<file path="src/sv/cct_pkg.sv">
// package: transaction types, function codes and month length table for the calendar clock
`default_nettype none

package cct_pkg;

  // function codes carried in the func field
  localparam logic [1:0] FUNC_LOAD = 2'd0;
  localparam logic [1:0] FUNC_SEC  = 2'd1;
  localparam logic [1:0] FUNC_DAY  = 2'd2;

  // counter limits
  localparam logic [5:0] SEC_MAX   = 6'd59;
  localparam logic [5:0] MIN_MAX   = 6'd59;
  localparam logic [4:0] HOUR_MAX  = 5'd23;
  localparam logic [4:0] HOUR_NOON = 5'd12;
  localparam logic [3:0] MONTH_DEC = 4'd12;
  localparam logic [4:0] FEB_LEAP  = 5'd29;
  localparam logic [3:0] MONTH_FEB = 4'd2;

  // divisibility by 25: multiply by the inverse of 25 mod 2^16, compare
  localparam logic [15:0] INV25      = 16'd23593;
  localparam logic [15:0] DIV25_LIM  = 16'd2621;

  typedef struct packed {
    logic [1:0]  func;
    logic [5:0]  load_second;
    logic [5:0]  load_minute;
    logic [4:0]  load_hour;
    logic [4:0]  load_day;
    logic [3:0]  load_month;
    logic [15:0] load_year;
  } in_t;

  typedef struct packed {
    logic [5:0]  second_now;
    logic [5:0]  minute_now;
    logic [4:0]  hour_now;
    logic [4:0]  day_now;
    logic [3:0]  month_now;
    logic [15:0] year_now;
    logic        day_rolled;
    logic [3:0]  hour_twelve;
    logic        is_pm;
  } out_t;

  // days in a month for a common year; unused month codes have zero days
  function automatic logic [4:0] month_days(input logic [3:0] m);
    logic [4:0] len;
    case (m)
      4'd1:    len = 5'd31;
      4'd2:    len = 5'd28;
      4'd3:    len = 5'd31;
      4'd4:    len = 5'd30;
      4'd5:    len = 5'd31;
      4'd6:    len = 5'd30;
      4'd7:    len = 5'd31;
      4'd8:    len = 5'd31;
      4'd9:    len = 5'd30;
      4'd10:   len = 5'd31;
      4'd11:   len = 5'd30;
      4'd12:   len = 5'd31;
      default: len = 5'd0;
    endcase
    return len;
  endfunction

endpackage

`default_nettype wire

</file>
<file path="src/sv/calendar_clock_tick.sv">
// top level: real-time clock and Gregorian calendar counter
`default_nettype none

// Calendar clock: each input transaction loads a date and time, advances one
// second or advances one day, and each gives exactly one result transaction
// with the full state after the step, a midnight flag and a 12-hour view.
// One transaction is taken every cycle while in_stall is low; it passes through
// the input register, then the result register, to give its result. The cycle is set
// by the second-to-date carry chain together with the leap year test, which
// uses one 16-bit constant multiply. The result register lets a new input be
// taken while the previous result waits. All counters reset to zero.
module calendar_clock_tick (
  input  wire logic        clk,
  input  wire logic        rst_n,
  input  wire logic        in_valid,
  output      logic        in_stall,
  input  wire cct_pkg::in_t in_data,
  output      logic        out_valid,
  input  wire logic        out_stall,
  output      cct_pkg::out_t out_data
);

  // pipeline control and payload
  logic          s1_v_r;
  cct_pkg::in_t  s1_data_r;
  logic          out_v_r;
  cct_pkg::out_t out_data_r;
  logic          adv;

  // calendar state
  logic [5:0]  sec_r,   sec_nxt;
  logic [5:0]  min_r,   min_nxt;
  logic [4:0]  hour_r,  hour_nxt;
  logic [4:0]  day_r,   day_nxt;
  logic [3:0]  month_r, month_nxt;
  logic [15:0] year_r,  year_nxt;
  logic        rolled;

  // date step helpers
  logic        do_day;
  logic [15:0] y25_prod;
  logic        div25;
  logic        leap;
  logic [4:0]  mlen;
  logic [5:0]  day_inc;
  logic [3:0]  h12;
  logic        pm;

  // stage advance: the result register is free or being drained
  assign adv      = s1_v_r && (!out_v_r || !out_stall);
  assign in_stall = s1_v_r && !adv;

  // leap year: divisible by 4, and not by 100 unless by 400
  assign y25_prod = year_r * cct_pkg::INV25;
  assign div25    = (y25_prod <= cct_pkg::DIV25_LIM);
  assign leap     = (year_r[1:0] == 2'd0) && (!div25 || (year_r[3:0] == 4'd0));

  // month length with leap february
  always_comb begin
    mlen = cct_pkg::month_days(month_r);
    if (month_r == cct_pkg::MONTH_FEB && leap) begin
      mlen = cct_pkg::FEB_LEAP;
    end
  end

  assign day_inc = {1'b0, day_r} + 6'd1;

  // next state for the transaction in the input register
  always_comb begin
    sec_nxt   = sec_r;
    min_nxt   = min_r;
    hour_nxt  = hour_r;
    day_nxt   = day_r;
    month_nxt = month_r;
    year_nxt  = year_r;
    rolled    = 1'b0;
    do_day    = 1'b0;
    case (s1_data_r.func)
      cct_pkg::FUNC_LOAD: begin
        sec_nxt   = s1_data_r.load_second;
        min_nxt   = s1_data_r.load_minute;
        hour_nxt  = s1_data_r.load_hour;
        day_nxt   = s1_data_r.load_day;
        month_nxt = s1_data_r.load_month;
        year_nxt  = s1_data_r.load_year;
      end
      cct_pkg::FUNC_SEC: begin
        if (sec_r < cct_pkg::SEC_MAX) begin
          sec_nxt = sec_r + 6'd1;
        end else begin
          sec_nxt = 6'd0;
          if (min_r < cct_pkg::MIN_MAX) begin
            min_nxt = min_r + 6'd1;
          end else begin
            min_nxt = 6'd0;
            if (hour_r < cct_pkg::HOUR_MAX) begin
              hour_nxt = hour_r + 5'd1;
            end else begin
              hour_nxt = 5'd0;
              rolled   = 1'b1;
              do_day   = 1'b1;
            end
          end
        end
      end
      cct_pkg::FUNC_DAY: begin
        do_day = 1'b1;
      end
      default: begin
      end
    endcase
    // date advance
    if (do_day) begin
      if (day_inc > {1'b0, mlen}) begin
        day_nxt = 5'd1;
        if (month_r >= cct_pkg::MONTH_DEC) begin
          month_nxt = 4'd1;
          year_nxt  = year_r + 16'd1;
        end else begin
          month_nxt = month_r + 4'd1;
        end
      end else begin
        day_nxt = day_inc[4:0];
      end
    end
  end

  // 12-hour view of the new hour
  always_comb begin
    if (hour_nxt == 5'd0) begin
      h12 = 4'd12;
      pm  = 1'b0;
    end else if (hour_nxt < cct_pkg::HOUR_NOON) begin
      h12 = hour_nxt[3:0];
      pm  = 1'b0;
    end else if (hour_nxt == cct_pkg::HOUR_NOON) begin
      h12 = 4'd12;
      pm  = 1'b1;
    end else begin
      h12 = 4'(hour_nxt - cct_pkg::HOUR_NOON);
      pm  = 1'b1;
    end
  end

  // input register
  always_ff @(posedge clk) begin
    if (!rst_n) begin
      s1_v_r <= 1'b0;
    end else if (!in_stall) begin
      s1_v_r <= in_valid;
    end
    if (!in_stall && in_valid) begin
      s1_data_r <= in_data;
    end
  end

  // calendar state and result register
  always_ff @(posedge clk) begin
    if (!rst_n) begin
      sec_r   <= '0;
      min_r   <= '0;
      hour_r  <= '0;
      day_r   <= '0;
      month_r <= '0;
      year_r  <= '0;
      out_v_r <= 1'b0;
    end else begin
      if (adv) begin
        sec_r   <= sec_nxt;
        min_r   <= min_nxt;
        hour_r  <= hour_nxt;
        day_r   <= day_nxt;
        month_r <= month_nxt;
        year_r  <= year_nxt;
        out_v_r <= 1'b1;
      end else if (!out_stall) begin
        out_v_r <= 1'b0;
      end
    end
    if (adv) begin
      out_data_r.second_now  <= sec_nxt;
      out_data_r.minute_now  <= min_nxt;
      out_data_r.hour_now    <= hour_nxt;
      out_data_r.day_now     <= day_nxt;
      out_data_r.month_now   <= month_nxt;
      out_data_r.year_now    <= year_nxt;
      out_data_r.day_rolled  <= rolled;
      out_data_r.hour_twelve <= h12;
      out_data_r.is_pm       <= pm;
    end
  end

  assign out_valid = out_v_r;
  assign out_data  = out_data_r;

  // checks
  a_stall_needs_item: assert property (@(posedge clk) disable iff (!rst_n)
    in_stall |-> s1_v_r)
    else $error("input stalled with an empty input register");

  a_roll_at_midnight: assert property (@(posedge clk) disable iff (!rst_n)
    (out_valid && out_data.day_rolled) |->
      (out_data.hour_now == 5'd0 && out_data.minute_now == 6'd0 &&
       out_data.second_now == 6'd0))
    else $error("day rollover without midnight time");

  a_roll_valid_date: assert property (@(posedge clk) disable iff (!rst_n)
    (out_valid && out_data.day_rolled) |->
      (out_data.day_now != 5'd0 && out_data.month_now != 4'd0))
    else $error("day rollover left an unset date");

  a_pm_matches_hour: assert property (@(posedge clk) disable iff (!rst_n)
    out_valid |-> (out_data.is_pm == (out_data.hour_now >= cct_pkg::HOUR_NOON)))
    else $error("pm flag disagrees with hour");

endmodule

`default_nettype wire

</file>
<file path="config.mk">
export PLATFORM = sky130hd
export DESIGN_NAME = calendar_clock_tick
export DESIGN_NICKNAME = d
export VERILOG_FILES = /design/src/sv/cct_pkg.sv /design/src/sv/calendar_clock_tick.sv
export SDC_FILE = /design/constraint.sdc
export NUM_CORES = 1
export LEC_CHECK = 0
export BUFFER_PORTS_ARGS = -buffer_cell sky130_fd_sc_hd__buf_2
export CORE_MARGIN = 2
export CORE_UTILIZATION = 40
export CTS_CLUSTER_DIAMETER = 80
export DETAILED_ROUTE_END_ITERATION = 7
export GPL_TIMING_DRIVEN = 0
export PLACE_DENSITY = 0.71
export SLEW_MARGIN = 20
export SYNTH_ARGS = -nofsm -noshare
export SYNTH_HDL_FRONTEND = slang
export SYNTH_SLANG_ARGS = --single-unit
</file>
<file path="constraint.sdc">
create_clock -name clk -period 11.35 [get_ports clk]
set_clock_uncertainty 0.1 [all_clocks]
set_input_delay 2.8375 -clock clk [delete_from_list [all_inputs] [get_ports clk]]
set_output_delay 2.8375 -clock clk [all_outputs]
set_load 0.1 [all_outputs]
</file>
Word level (Yosys, flattened, before mapping)
Memory sizes are Yosys's and may differ from the RTL's. A register that Yosys moved wholly into a read port is not among the register bits.
Index checks and enable logic that the tools add are counted.
Widths: inputs -> output; s select.
{ "classes": {"addsub": 7, "mul": 1, "n_lt_le_gt_ge": 7, "n_eq_ne": 5, "mux": 32, "reduce_logical": 16} }
{ "ops": {"columns": ["operator", "n"], "rows": [
  ["$mux 16", 4],
  ["$mux 5", 7],
  ["$mux 4", 8],
  ["$pmux 6 s2", 2],
  ["$mux 6", 3],
  ["$add 16x1->16 const B", 1],
  ["$le 16x12->1 const B", 1],
  ["$mul 16x15->16 const B", 1],
  ["$add 6x1->6 const B", 2],
  ["$lt 6x6->1 const B", 2],
  ["$pmux 5 s2", 1],
  ["$add 5x1->6 const B", 1],
  ["$gt 6x5->1", 1],
  ["$mux 1", 6],
  ["$add 5x1->5 const B", 1],
  ["$eq 5x4->1 const B", 1],
  ["$logic_and 1x1->1", 5],
  ["$logic_not 1->1", 5],
  ["$logic_not 5->1", 1],
  ["$lt 5x4->1 const B", 1],
  ["$lt 5x5->1 const B", 1],
  ["$add 4x1->4 const B", 1],
  ["$eq 4x2->1 const B", 1],
  ["$ge 4x4->1 const B", 1],
  ["other kinds (8)", 10]
]} }
{ "word_totals": {"reg_bits": 136, "rom_bits": 80, "input_bits": 48, "out_inout_bits": 50, "mem_count": 1} }
{ "mem_list": {"columns": ["name", "depth", "width", "read_ports", "rd_ports_with_merged_regs", "wr", "line_no", "source"], "rows": [
  ["(name not given)", 16, 5, 1, 1, 0, "cct_pkg.sv:49", "case (m)"]
]} }

Depth between registers and ports, before layout
{ "logic_depth": {"ltp_word": 12, "mapped_depth": 30, "ltp_nobuf": 29} }

Worst setup path after synthesis
Ideal clock, no wire load.
{ "synth_timing": {"path_type": "register -> register", "start": "register year_r[3]", "end": "register out_data_r, in the netlist out_data[17] (data pin)", "setup_time_ns": 0.261, "arrival_time_ns": 6.344, "required_time_ns": 10.989, "slack_ns": 4.645, "path_stages_with_launch": 27, "period_less_slack_ns": 6.705, "cell_sequence": "dfxtp_1 inv_1 ha_1 ha_1 inv_1 fa_1 fa_1 inv_1 fa_1 ha_1 ha_1 o2111a_1 nor3_1 a2111o_1 o21ai_1 nand2_1 ha_1 nor2b_1 o21a_1 o21ai_0 and3_1 or3_1 a21oi_1 o21ai_2 buf_2 or3_1 o221a_2"} }
{ "synth_between": {"elab_chain_cells": 10, "elab_cells_between_ends": 13, "classes_between": "add/sub (1); mul (1); order compare (2); mux (4); reduce/logical (5)"} }
{ "synth_rtl": {"columns": ["element", "line_no", "source"], "rows": [
  ["start: declaration", "calendar_clock_tick.sv:36", "logic [15:0] year_r, year_nxt;"],
  ["start signal: assignment", "calendar_clock_tick.sv:174", "year_r <= year_nxt;"],
  ["$mul 16x15->16", "calendar_clock_tick.sv:54", "assign y25_prod = year_r * cct_pkg::INV25;"],
  ["$le 16x12->1", "calendar_clock_tick.sv:55", "assign div25 = (y25_prod <= cct_pkg::DIV25_LIM);"],
  ["$logic_not 1->1", "calendar_clock_tick.sv:56", "assign leap = (year_r[1:0] == 2'd0) && (!div25 || (year_r[3:0] == 4'd0));"],
  ["$logic_or 1x1->1", "calendar_clock_tick.sv:56", null],
  ["$logic_and 1x1->1", "calendar_clock_tick.sv:56", null],
  ["$logic_and 1x1->1", "calendar_clock_tick.sv:61", "if (month_r == cct_pkg::MONTH_FEB && leap) begin"],
  ["$mux 5", "calendar_clock_tick.sv:61", null],
  ["$gt 6x5->1", "calendar_clock_tick.sv:114", "if (day_inc > {1'b0, mlen}) begin"],
  ["$mux 16 *", "calendar_clock_tick.sv:114", null],
  ["$mux 16 *", "calendar_clock_tick.sv:113", "if (do_day) begin"],
  ["named net year_nxt[11]", "calendar_clock_tick.sv:36", null],
  ["end: declaration", "calendar_clock_tick.sv:27", "cct_pkg::out_t out_data_r;"]
]} }
The timed path passes the listed nets; every way through them passes the cells marked *.
A chain may end at the register's enable or synchronous reset.

Worst setup path after layout
{ "layout_timing": {"start": "register year_r[3]", "end": "register year_r[13]"} }
{ "layout_between": {"elab_chain_cells": 10, "elab_cells_between_ends": 13, "classes_between": "add/sub (1); mul (1); order compare (2); mux (4); reduce/logical (5)"} }
{ "layout_rtl": {"columns": ["element", "line_no"], "rows": [
  ["$mul 16x15->16", "calendar_clock_tick.sv:54"],
  ["$le 16x12->1", "calendar_clock_tick.sv:55"],
  ["$logic_not 1->1", "calendar_clock_tick.sv:56"],
  ["$logic_or 1x1->1", "calendar_clock_tick.sv:56"],
  ["$logic_and 1x1->1", "calendar_clock_tick.sv:56"],
  ["$logic_and 1x1->1", "calendar_clock_tick.sv:61"],
  ["$mux 5", "calendar_clock_tick.sv:61"],
  ["$gt 6x5->1", "calendar_clock_tick.sv:114"],
  ["$mux 16 *", "calendar_clock_tick.sv:114"],
  ["$mux 16 *", "calendar_clock_tick.sv:113"],
  ["named net year_nxt[13]", "calendar_clock_tick.sv:36"]
]} }
Marks and branches as above.

==> impl_metrics.toml <==
[finish]
num-nets-final = 998
finish.utilization_pct = 48.5
num_antenna_cells = 0
stdcell_count = 1133
drive_gt1_share_pct = 16.9
area_delta_synth_final_pct = 19.4
stdcell_area_um2 = 9410

[placement]
hpwlAfterDp_um = 13700
preCtsSetupSlack_ns = 3.63
gp_congestion = 0.866
port_buffers = 96
placed_cell_area_um2 = 8750
dp.cells = 1101

[timing]
setup_ws_ns = 3.55
rsz0062_at_grt = "false"
finalSetupViolCount = 0
final.period_utilization_pct = 68.7
hold_viol = 0
worst_pin_slew_ns = 0.808
timing.setup.tns_ns = 0
max-slew-margin-rel_pct = 46.1
finalMaxSlewViolations = 0
max_freq_mhz = 128
fin_crit_ns = 7.80
holdWs_ns = 0.400

[drt]
drc_errors = 0
routedWlPerCell_um = 16.6
ant_nets = 0
wirelength_um = 18900
vias = 5999
via_per_inst = 5.29
dr.pass1.iters = 6
drtIter0Drc = 417

[power]
leakagePower_nw = 4.17
pwr-share-seq_pct = 41.2
power.total_mw = 1.43
clock_power_share_pct = 43.5
power_frac_comb_pct = 15.3
p_per_area_nw_per_um2 = 152
p_sw_mw = 0.387
p_int_mw = 1.05
netSwitchingFraction_pct = 27.0
irDropWorstVdd_mv = 0.112

[setup_path]
cpPeakStageDelay_ns = 0.56
worstPathArrival_ns = 7.98
critical_path.top_delay_family = "adder cells"
critPathBufInv = 4
r2r_cells = 28
r2r_slack_ns = 3.55
critPathCaptureType = "register"
rr_endpoint = "year_r[13]"
worstSetupPathType = "register to register"
crit_top_cell = "ha_1"
crit_required_ns = 11.53
crit_fanout = 10
start_kind = "register"
critPathSlowestCell = "dfxtp_1"
r2r_start = "year_r[3]"

[worst_hold_path]
hold_class = "register to register"
worstHoldStart = "year_r[12]"
holdPathStages = 2
min_to = "year_r[12]"

[synthesis]
muxShareOfSynthArea_pct = 2.94
ys_ff_latch = 139
synth_seq_area_share_pct = 47.0
yosys.area_share.simple_pct = 14.8
syn_avg_cell_area_um2 = 10.7
synth_edf_count = 92
synth_nets = 881
yosys_warnings = 0
synth_area_leaders = "edfxtp_1 35%, ha_1 12%, dfxtp_1 12%"
netlist.area_leader.share_pct = 35.1
ys_types = 63
netlist_top_cells_count = "92 x edfxtp_1, 80 x nand2_1, 77 x ha_1, 64 x inv_1, 61 x nor2_1"
synthArstFlopShare_pct = 0
synth_xor_area_share_pct = 2.13
synth_ff_type = "edfxtp_1"
yosys.area.top_type = "edfxtp_1"
syn_area_um2 = 7880
synth_top_family_by_area = "adder cells"
synth_fa_ha_area_share_pct = 16.8
synth_compound_area_share_pct = 12.0
syn_inst = 738
yosys.cell_count.top_type = "edfxtp_1"

[global_route]
grt_pass1_vias = 5868
grt_max_degree = 44
grt_overflow_total = 0
grt_pass1_wl_um = 30100
grt_use_total_pct = 19.0
antenna_found_initial = 0

[floorplanning]
design.die.area_um2 = 20800
rows = 51
core_area_um2 = 19400
ios = 98
fp.dieW_um = 144
floorplan.initialDensity_pct = 40.6
die_y_um = 144

[clock_tree]
htreeDepth = 4
cts_tree = "done"
cts_hold_buf = 0
cts_buffers = 17
cts_buffer_depth = 2
cts-resized-gates = 0
clk_latency_ns = 0.43
cts_root_buffer = "clkbuf_16"
post-cts-setup-buffers = 0
clkTransAtPathRegs_ns = 0.06
clock_sink_count = 139

[status]
outcome = "completed"

[run]
drv_cap = 0
-- per-layer routing --
layer / share of wire [%] / vias up / track usage (%)
li1: - / 2907 / -
met1: 46 / 2871 / 25.6
met2: 47 / 196 / 30.9
met3: 5.4 / 25 / 3.84
met4: 1.7 / 0 / 5.77
met5: 0 / - / 0
-- state kept, by name, summed over array words and instances (netlist names), named ones only --
name       cells
s1_data_r     44
month_r        4
out_data      48
min_r          6
hour_r         5
out_valid      1
day_r          5
sec_r          6
year_r        16
s1_v_r         1
-- worst min-delay path, delay by kind of cell, from the launching register on --
family	cells	cell delay, ns
flip-flops	1	0.33
AO/OA/AOI/OAI	1	0.06
AND/OR/NAND/NOR	1	0.06
-- power by group through the flow --
stage	logic, mW	clock network, mW	registers, mW
2_1_floorplan	0.0991	0	0.664
3_3_place_gp	0.212	0	0.602
3_5_place_dp	0.219	0	0.600
4_1_cts	0.220	0.632	0.590
5_1_grt	0.240	0.653	0.593
6_report	0.219	0.624	0.590
-- final cells by class --
type	instances	area [µm²]
flip-flops and latches	139	3700
inverters	65	244
fillers	1770	9990
multi-input cells	510	3840
well taps	265	332
plain buffers	24	104
clock inverters	13	223
clock buffers	19	433
repair buffers	98	528
-- cells in the final DEF, fill, tap and decap left out, types with 5 or more instances in the layout --
cell type,instances
or3_1,7
nor2_1,61
a221o_1,15
inv_1,64
nand2_1,80
buf_2,98
nand2b_1,8
nor3b_1,7
nor2b_1,6
and3_1,10
dfxtp_1,47
fa_1,18
a222oi_1,5
nor4_1,5
bufinv_16,6
a21oi_1,32
and2_1,7
xnor2_1,11
ha_1,77
clkbuf_16,17
or2_2,6
o21ai_0,21
nor3_1,20
clkbuf_1,19
mux2i_1,22
edfxtp_1,92
nand3_1,20
-- cells by family after synthesis --
logic type,Yosys count
buf+inv,89
xor+xnor,16
fa+ha+maj,95
compound gates,130
flops,139
mux,23
simple gates,246
-- worst max-delay path by stage --
stage              start      endpoint  slack [ns]  cells after the start
6_report       year_r[3]    year_r[13]        3.55                     28
5_1_grt        year_r[7]     year_r[6]        3.01                     29
4_1_cts        year_r[3]    year_r[13]        3.60                     28
3_5_place_dp   year_r[3]     year_r[6]        3.63                     28
3_3_place_gp   year_r[0]    year_r[13]        3.71                     27
2_1_floorplan  year_r[3]  out_data[17]        4.64                     26
(Power assumes the default switching activity.)
